## config.mk

```make
export PLATFORM = sky130hd
export DESIGN_NAME = csp_cmdq
export DESIGN_NICKNAME = d
export VERILOG_FILES = /design/src/hw/rtl/csp_pkg.sv /design/src/hw/rtl/csp_cmdq.sv
export SDC_FILE = /design/constraint.sdc
export NUM_CORES = 1
export LEC_CHECK = 0
export BUFFER_PORTS_ARGS = -buffer_cell sky130_fd_sc_hd__buf_2
export CORE_MARGIN = 1
export CORE_UTILIZATION = 28
export CTS_CLUSTER_DIAMETER = 80
export DETAILED_ROUTE_END_ITERATION = 7
export GPL_TIMING_DRIVEN = 0
export PLACE_DENSITY = 0.54
export SLEW_MARGIN = 30
export SYNTH_ARGS = -nofsm -noshare
export SYNTH_HDL_FRONTEND = slang
export SYNTH_SLANG_ARGS = --single-unit
```

## constraint.sdc

```tcl
create_clock -name clk_i -period 16.7 [get_ports clk_i]
set_input_delay 1.67 -clock clk_i [delete_from_list [all_inputs] [get_ports clk_i]]
set_output_delay 1.67 -clock clk_i [all_outputs]
set_load 0.02 [all_outputs]
```

## src/hw/rtl/csp_pkg.sv

```systemverilog
// Shared types, widths and helpers of the cumulative shell profile block.
package csp_pkg;

  localparam int unsigned NUM_SHELLS_DEF = 16;
  localparam int unsigned WW             = 160;
  localparam int unsigned TW             = 110;
  localparam int unsigned RAD_W          = 24;
  localparam int unsigned PIX_W          = 32;
  localparam int unsigned SUM_W          = 48;
  localparam int unsigned CNT_W          = 24;
  localparam int unsigned SIG_W          = 16;
  localparam int unsigned BKG_W          = 32;
  localparam int unsigned PV_W           = 32;
  localparam int unsigned VAR_W          = 48;
  localparam int unsigned OIDX_W         = 6;
  localparam int unsigned CFG_IDX_W      = 2;
  localparam int unsigned CFG_DATA_W     = 32;
  localparam int unsigned Q_DEPTH        = 2;

  localparam logic [CFG_IDX_W-1:0] CFG_SIGMA    = 2'd0;
  localparam logic [CFG_IDX_W-1:0] CFG_BKG_MEAN = 2'd1;
  localparam logic [CFG_IDX_W-1:0] CFG_BKG_VAR  = 2'd2;
  localparam logic [SIG_W-1:0]     SIGMA_RST    = 16'd12288;

  typedef enum logic [1:0] {
    OP_ADD   = 2'd0,
    OP_CLEAR = 2'd1,
    OP_READ  = 2'd2
  } op_e;

  typedef enum logic [1:0] {
    ST_OK      = 2'd0,
    ST_RANGE   = 2'd1,
    ST_DIVZERO = 2'd2
  } status_e;

  typedef struct packed {
    op_e                     op;
    logic [RAD_W-1:0]        radius;
    logic signed [PIX_W-1:0] count;
  } cmd_t;

  function automatic logic [WW-1:0] mag(input logic signed [WW-1:0] x);
    return x[WW-1] ? WW'(-x) : WW'(x);
  endfunction

endpackage

```

## src/hw/rtl/csp_cmdq.sv

```systemverilog
// Short command queue between front end and execution unit.
module csp_cmdq (
  input  logic          clk_i,
  input  logic          rst_ni,
  input  logic          push_i,
  input  csp_pkg::cmd_t word_i,
  input  logic          pop_i,
  output logic          full_o,
  output logic          valid_o,
  output csp_pkg::cmd_t word_o
);

  localparam int unsigned PW = (csp_pkg::Q_DEPTH > 1) ? $clog2(csp_pkg::Q_DEPTH) : 1;
  localparam int unsigned CW = $clog2(csp_pkg::Q_DEPTH + 1);

  csp_pkg::cmd_t   mem_q [csp_pkg::Q_DEPTH];
  logic [PW-1:0]   wptr_q, rptr_q;
  logic [CW-1:0]   cnt_q;
  logic            do_push, do_pop;

  assign full_o  = (cnt_q == CW'(csp_pkg::Q_DEPTH));
  assign valid_o = (cnt_q != '0);
  assign word_o  = mem_q[rptr_q];
  assign do_push = push_i && !full_o;
  assign do_pop  = pop_i && valid_o;

  always_ff @(posedge clk_i or negedge rst_ni) begin
    if (!rst_ni) begin
      wptr_q <= '0;
      rptr_q <= '0;
      cnt_q  <= '0;
    end else begin
      if (do_push) begin
        mem_q[wptr_q] <= word_i;
        wptr_q <= (wptr_q == PW'(csp_pkg::Q_DEPTH - 1)) ? '0 : wptr_q + 1'b1;
      end
      if (do_pop) begin
        rptr_q <= (rptr_q == PW'(csp_pkg::Q_DEPTH - 1)) ? '0 : rptr_q + 1'b1;
      end
      if (do_push && !do_pop) begin
        cnt_q <= cnt_q + 1'b1;
      end else if (do_pop && !do_push) begin
        cnt_q <= cnt_q - 1'b1;
      end
    end
  end

endmodule

```

==> reports/metrics.yaml <==
setup_path:
  worst_ep_arrival_time_ns: 1.66
  path_cells: "buf_6, buf_6, buf_8, mux2_4, buf_2"
  critPathKind: "flop to primary output"
  crit_required_ns: 15.03
  worst-path-max-fanout: 10
  crit_top_cell: "buf_6"
  cp-end-kind: "primary output"
  cp-start-kind: "flop"
  critPathMaxStageDelay_ns: 0.37
  cpLargestDelayFamily: "buffers and inverters"
  cp.buffers_inverters: 4
  cp_slowest_cell: "dfrtp_1"
clock_network:
  cts_setup_buffers: 0
  tritoncts: "done"
  cts_hold_buf: 0
  cts_resized: 0
  cts.sinks: 120
  cts.clk_slew.worst_paths_ns: 0.05
  insertion_delay_ns: 0.40
  root_buffer: "clkbuf_16"
  clk_path_buf_depth: 2
  htreeDepth: 4
  cts_made_buffers: 17
synth:
  synthCells: 200
  yosys_warnings: 0
  synth.largest_area_cell: "edfxtp_1"
  netlist_area_um2: 4430
  syn-mean-instance-area_um2: 22.2
  synthesis.nets: 263
  ys_types: 17
  synth_common_cells: "edfxtp_1 (116), mux2_2 (48), mux2_4 (10), buf_2 (4), dfrtp_1 (4)"
  synth-seq-cells: 120
  synth_top_cell_area_share_pct: 78.6
  synth.area.top_cells: "edfxtp_1 (79%), mux2_2 (12%), mux2_4 (3.4%), dfrtp_1 (2.3%), xnor2_1 (0.59%)"
  synth.most_common_cell: "edfxtp_1"
  yosysSeqAreaShare_pct: 80.8
  synth_ff_type: "edfxtp_1"
  synth_edf_count: 116
  synth-async-reset-ratio_pct: 3.33
global_routing:
  track_usage_pct: 10.7
  antenna_found_initial: 1
  grt_pass1_wl_mm: 12.6
  grt_max_degree: 31
  grt_pass1_vias: 2478
  overflow: 0
final_layout:
  drive_gt1_share_pct: 61.7
  regArea_um2: 3580
  final_cell_count_no_fill: 574
  n_antenna_cell: 0
  nNetsFinal: 413
  syn_to_final_growth_pct: 34.2
  fillers: 1465
  multi_input_area_um2: 795
timing:
  tightestPinTransition_ns: 0.462
  timing.setup.tns_ns: 0
  finalSetupViolations: 0
  hold_viol_final: 0
  fin_crit_sh_pct: 19.9
  slew_headroom_pct: 69.2
  fin_crit_ns: 3.33
  fin_skew_ns: 0.00605
  hold_slack_ns: 0.491
  rsz0062_at_grt: "false"
  fmax_mhz: 300
  final.setup.worst_slack_ns: 13.37
  finalMaxSlewViolations: 0
detailed_routing:
  drt_pass1_iterations: 4
  wl_met3_um: 546
  wl_met2_mm: 4.11
  wl_mm: 8.12
  drc: 0
  drt_iter0_drc: 96
  vias_per_cell: 4.02
  top_layer: "met5"
  wl_per_cell_um: 14.1
  vias: 2308
  wl_met1_mm: 3.39
  ant_nets: 0
place:
  place.gp.congestion: 0.638
  dp_slack_ns: 13.60
  port_buffers: 121
  dpl.cell_count: 542
  hpwl_mm: 5.56
power:
  ir_drop_mv: 0.0790
  leakage_uw: 0.00227
  power_density_nw_per_um2: 171
die:
  io_pins: 122
  die_w_um: 128
  rows: 45
  core-area_um2: 15300
  die_h_um: 128
  start_util_pct: 28.9
  dieArea_um2: 16300
run:
  cap_viol_max_count: 0
min_path:
  hold_class: "flop to flop"
outcome:
  status: "completed"
[cells in the final DEF (no fill, tap or decap), types with 2 or more instances in the layout]
master	instances
clkbuf_16	17
mux2_4	10
nand2_1	2
buf_4	8
xor2_1	2
bufinv_16	2
xnor2_1	3
edfxtp_1	116
buf_6	3
clkinv_1	5
clkinv_2	5
mux2_2	48
clkbuf_1	2
dfrtp_1	4
inv_1	2
buf_2	125
[area by class of cell]
| class | instances | area share, % |
|---|---|---|
| Multi-Input combinational cell | 71 | 13.4 |
| Inverter | 2 | 0.126 |
| Clock buffer | 19 | 7.28 |
| Clock inverter | 13 | 1.87 |
| Sequential cell | 120 | 60.2 |
| Tap cell | 211 | 4.44 |
| Buffer | 7 | 0.968 |
| Timing Repair Buffer | 131 | 11.7 |
[per-layer routing]
layer | global-route usage [%] | up-vias
met5 | 0 | -
met4 | 4.36 | 2
met3 | 5.84 | 6
met2 | 17.9 | 77
met1 | 11.3 | 1133
li1 | - | 1090
[power breakdown]
| part | internal [µW] | leakage, µW | switching [µW] |
|---|---|---|---|
| sequential | 376 | 0.00111 | 10.8 |
| combinational | 130 | 0.000897 | 169 |
| clock | 215 | 0.000268 | 117 |
| total | 721 | 0.00227 | 297 |
[stage by stage]
step | util [%] | power (µW) | area [µm²]
global route | 38.8 | 1070 | 5950
global placement | 34.6 | 693 | 5300
finish | 38.8 | 1020 | 5950
CTS | 38.8 | 1040 | 5950
floorplan | - | 603 | 4430
detailed placement | 35.3 | 698 | 5400
[cells by family (layout without fill, tap and decap cells)]
family | Yosys count | count (layout) | synth area share [%]
mux | 58 | 58 | 15.6
fa+ha+maj | 1 | 1 | 0.282
flops | 120 | 120 | 80.8
buf+inv | 9 | 172 | 1.47
simple gates | 7 | 7 | 0.847
xor+xnor | 5 | 5 | 0.988
[sequential cells by signal, summed over array words and instances (netlist names)]
name and count:
rptr_q 1, cnt_q 2, wptr_q 1, mem_q 116
[final timing paths]
kind | cells after the start | slack (ns) | to | from
worst min-delay path | 1 | 0.49 | cnt_q[1] | cnt_q[1]
max in group asynchronous | 1 | 15.48 | cnt_q[0] | rst_ni
worst max-delay path | 5 | 13.37 | word_o[18] | rptr_q
worst max register to register | 5 | 14.82 | mem_q[1][41] | cnt_q[0]
min in group asynchronous | 1 | 1.08 | wptr_q | rst_ni
worst min register to register | 1 | 0.49 | cnt_q[1] | cnt_q[1]
(Power assumes the default switching activity.)
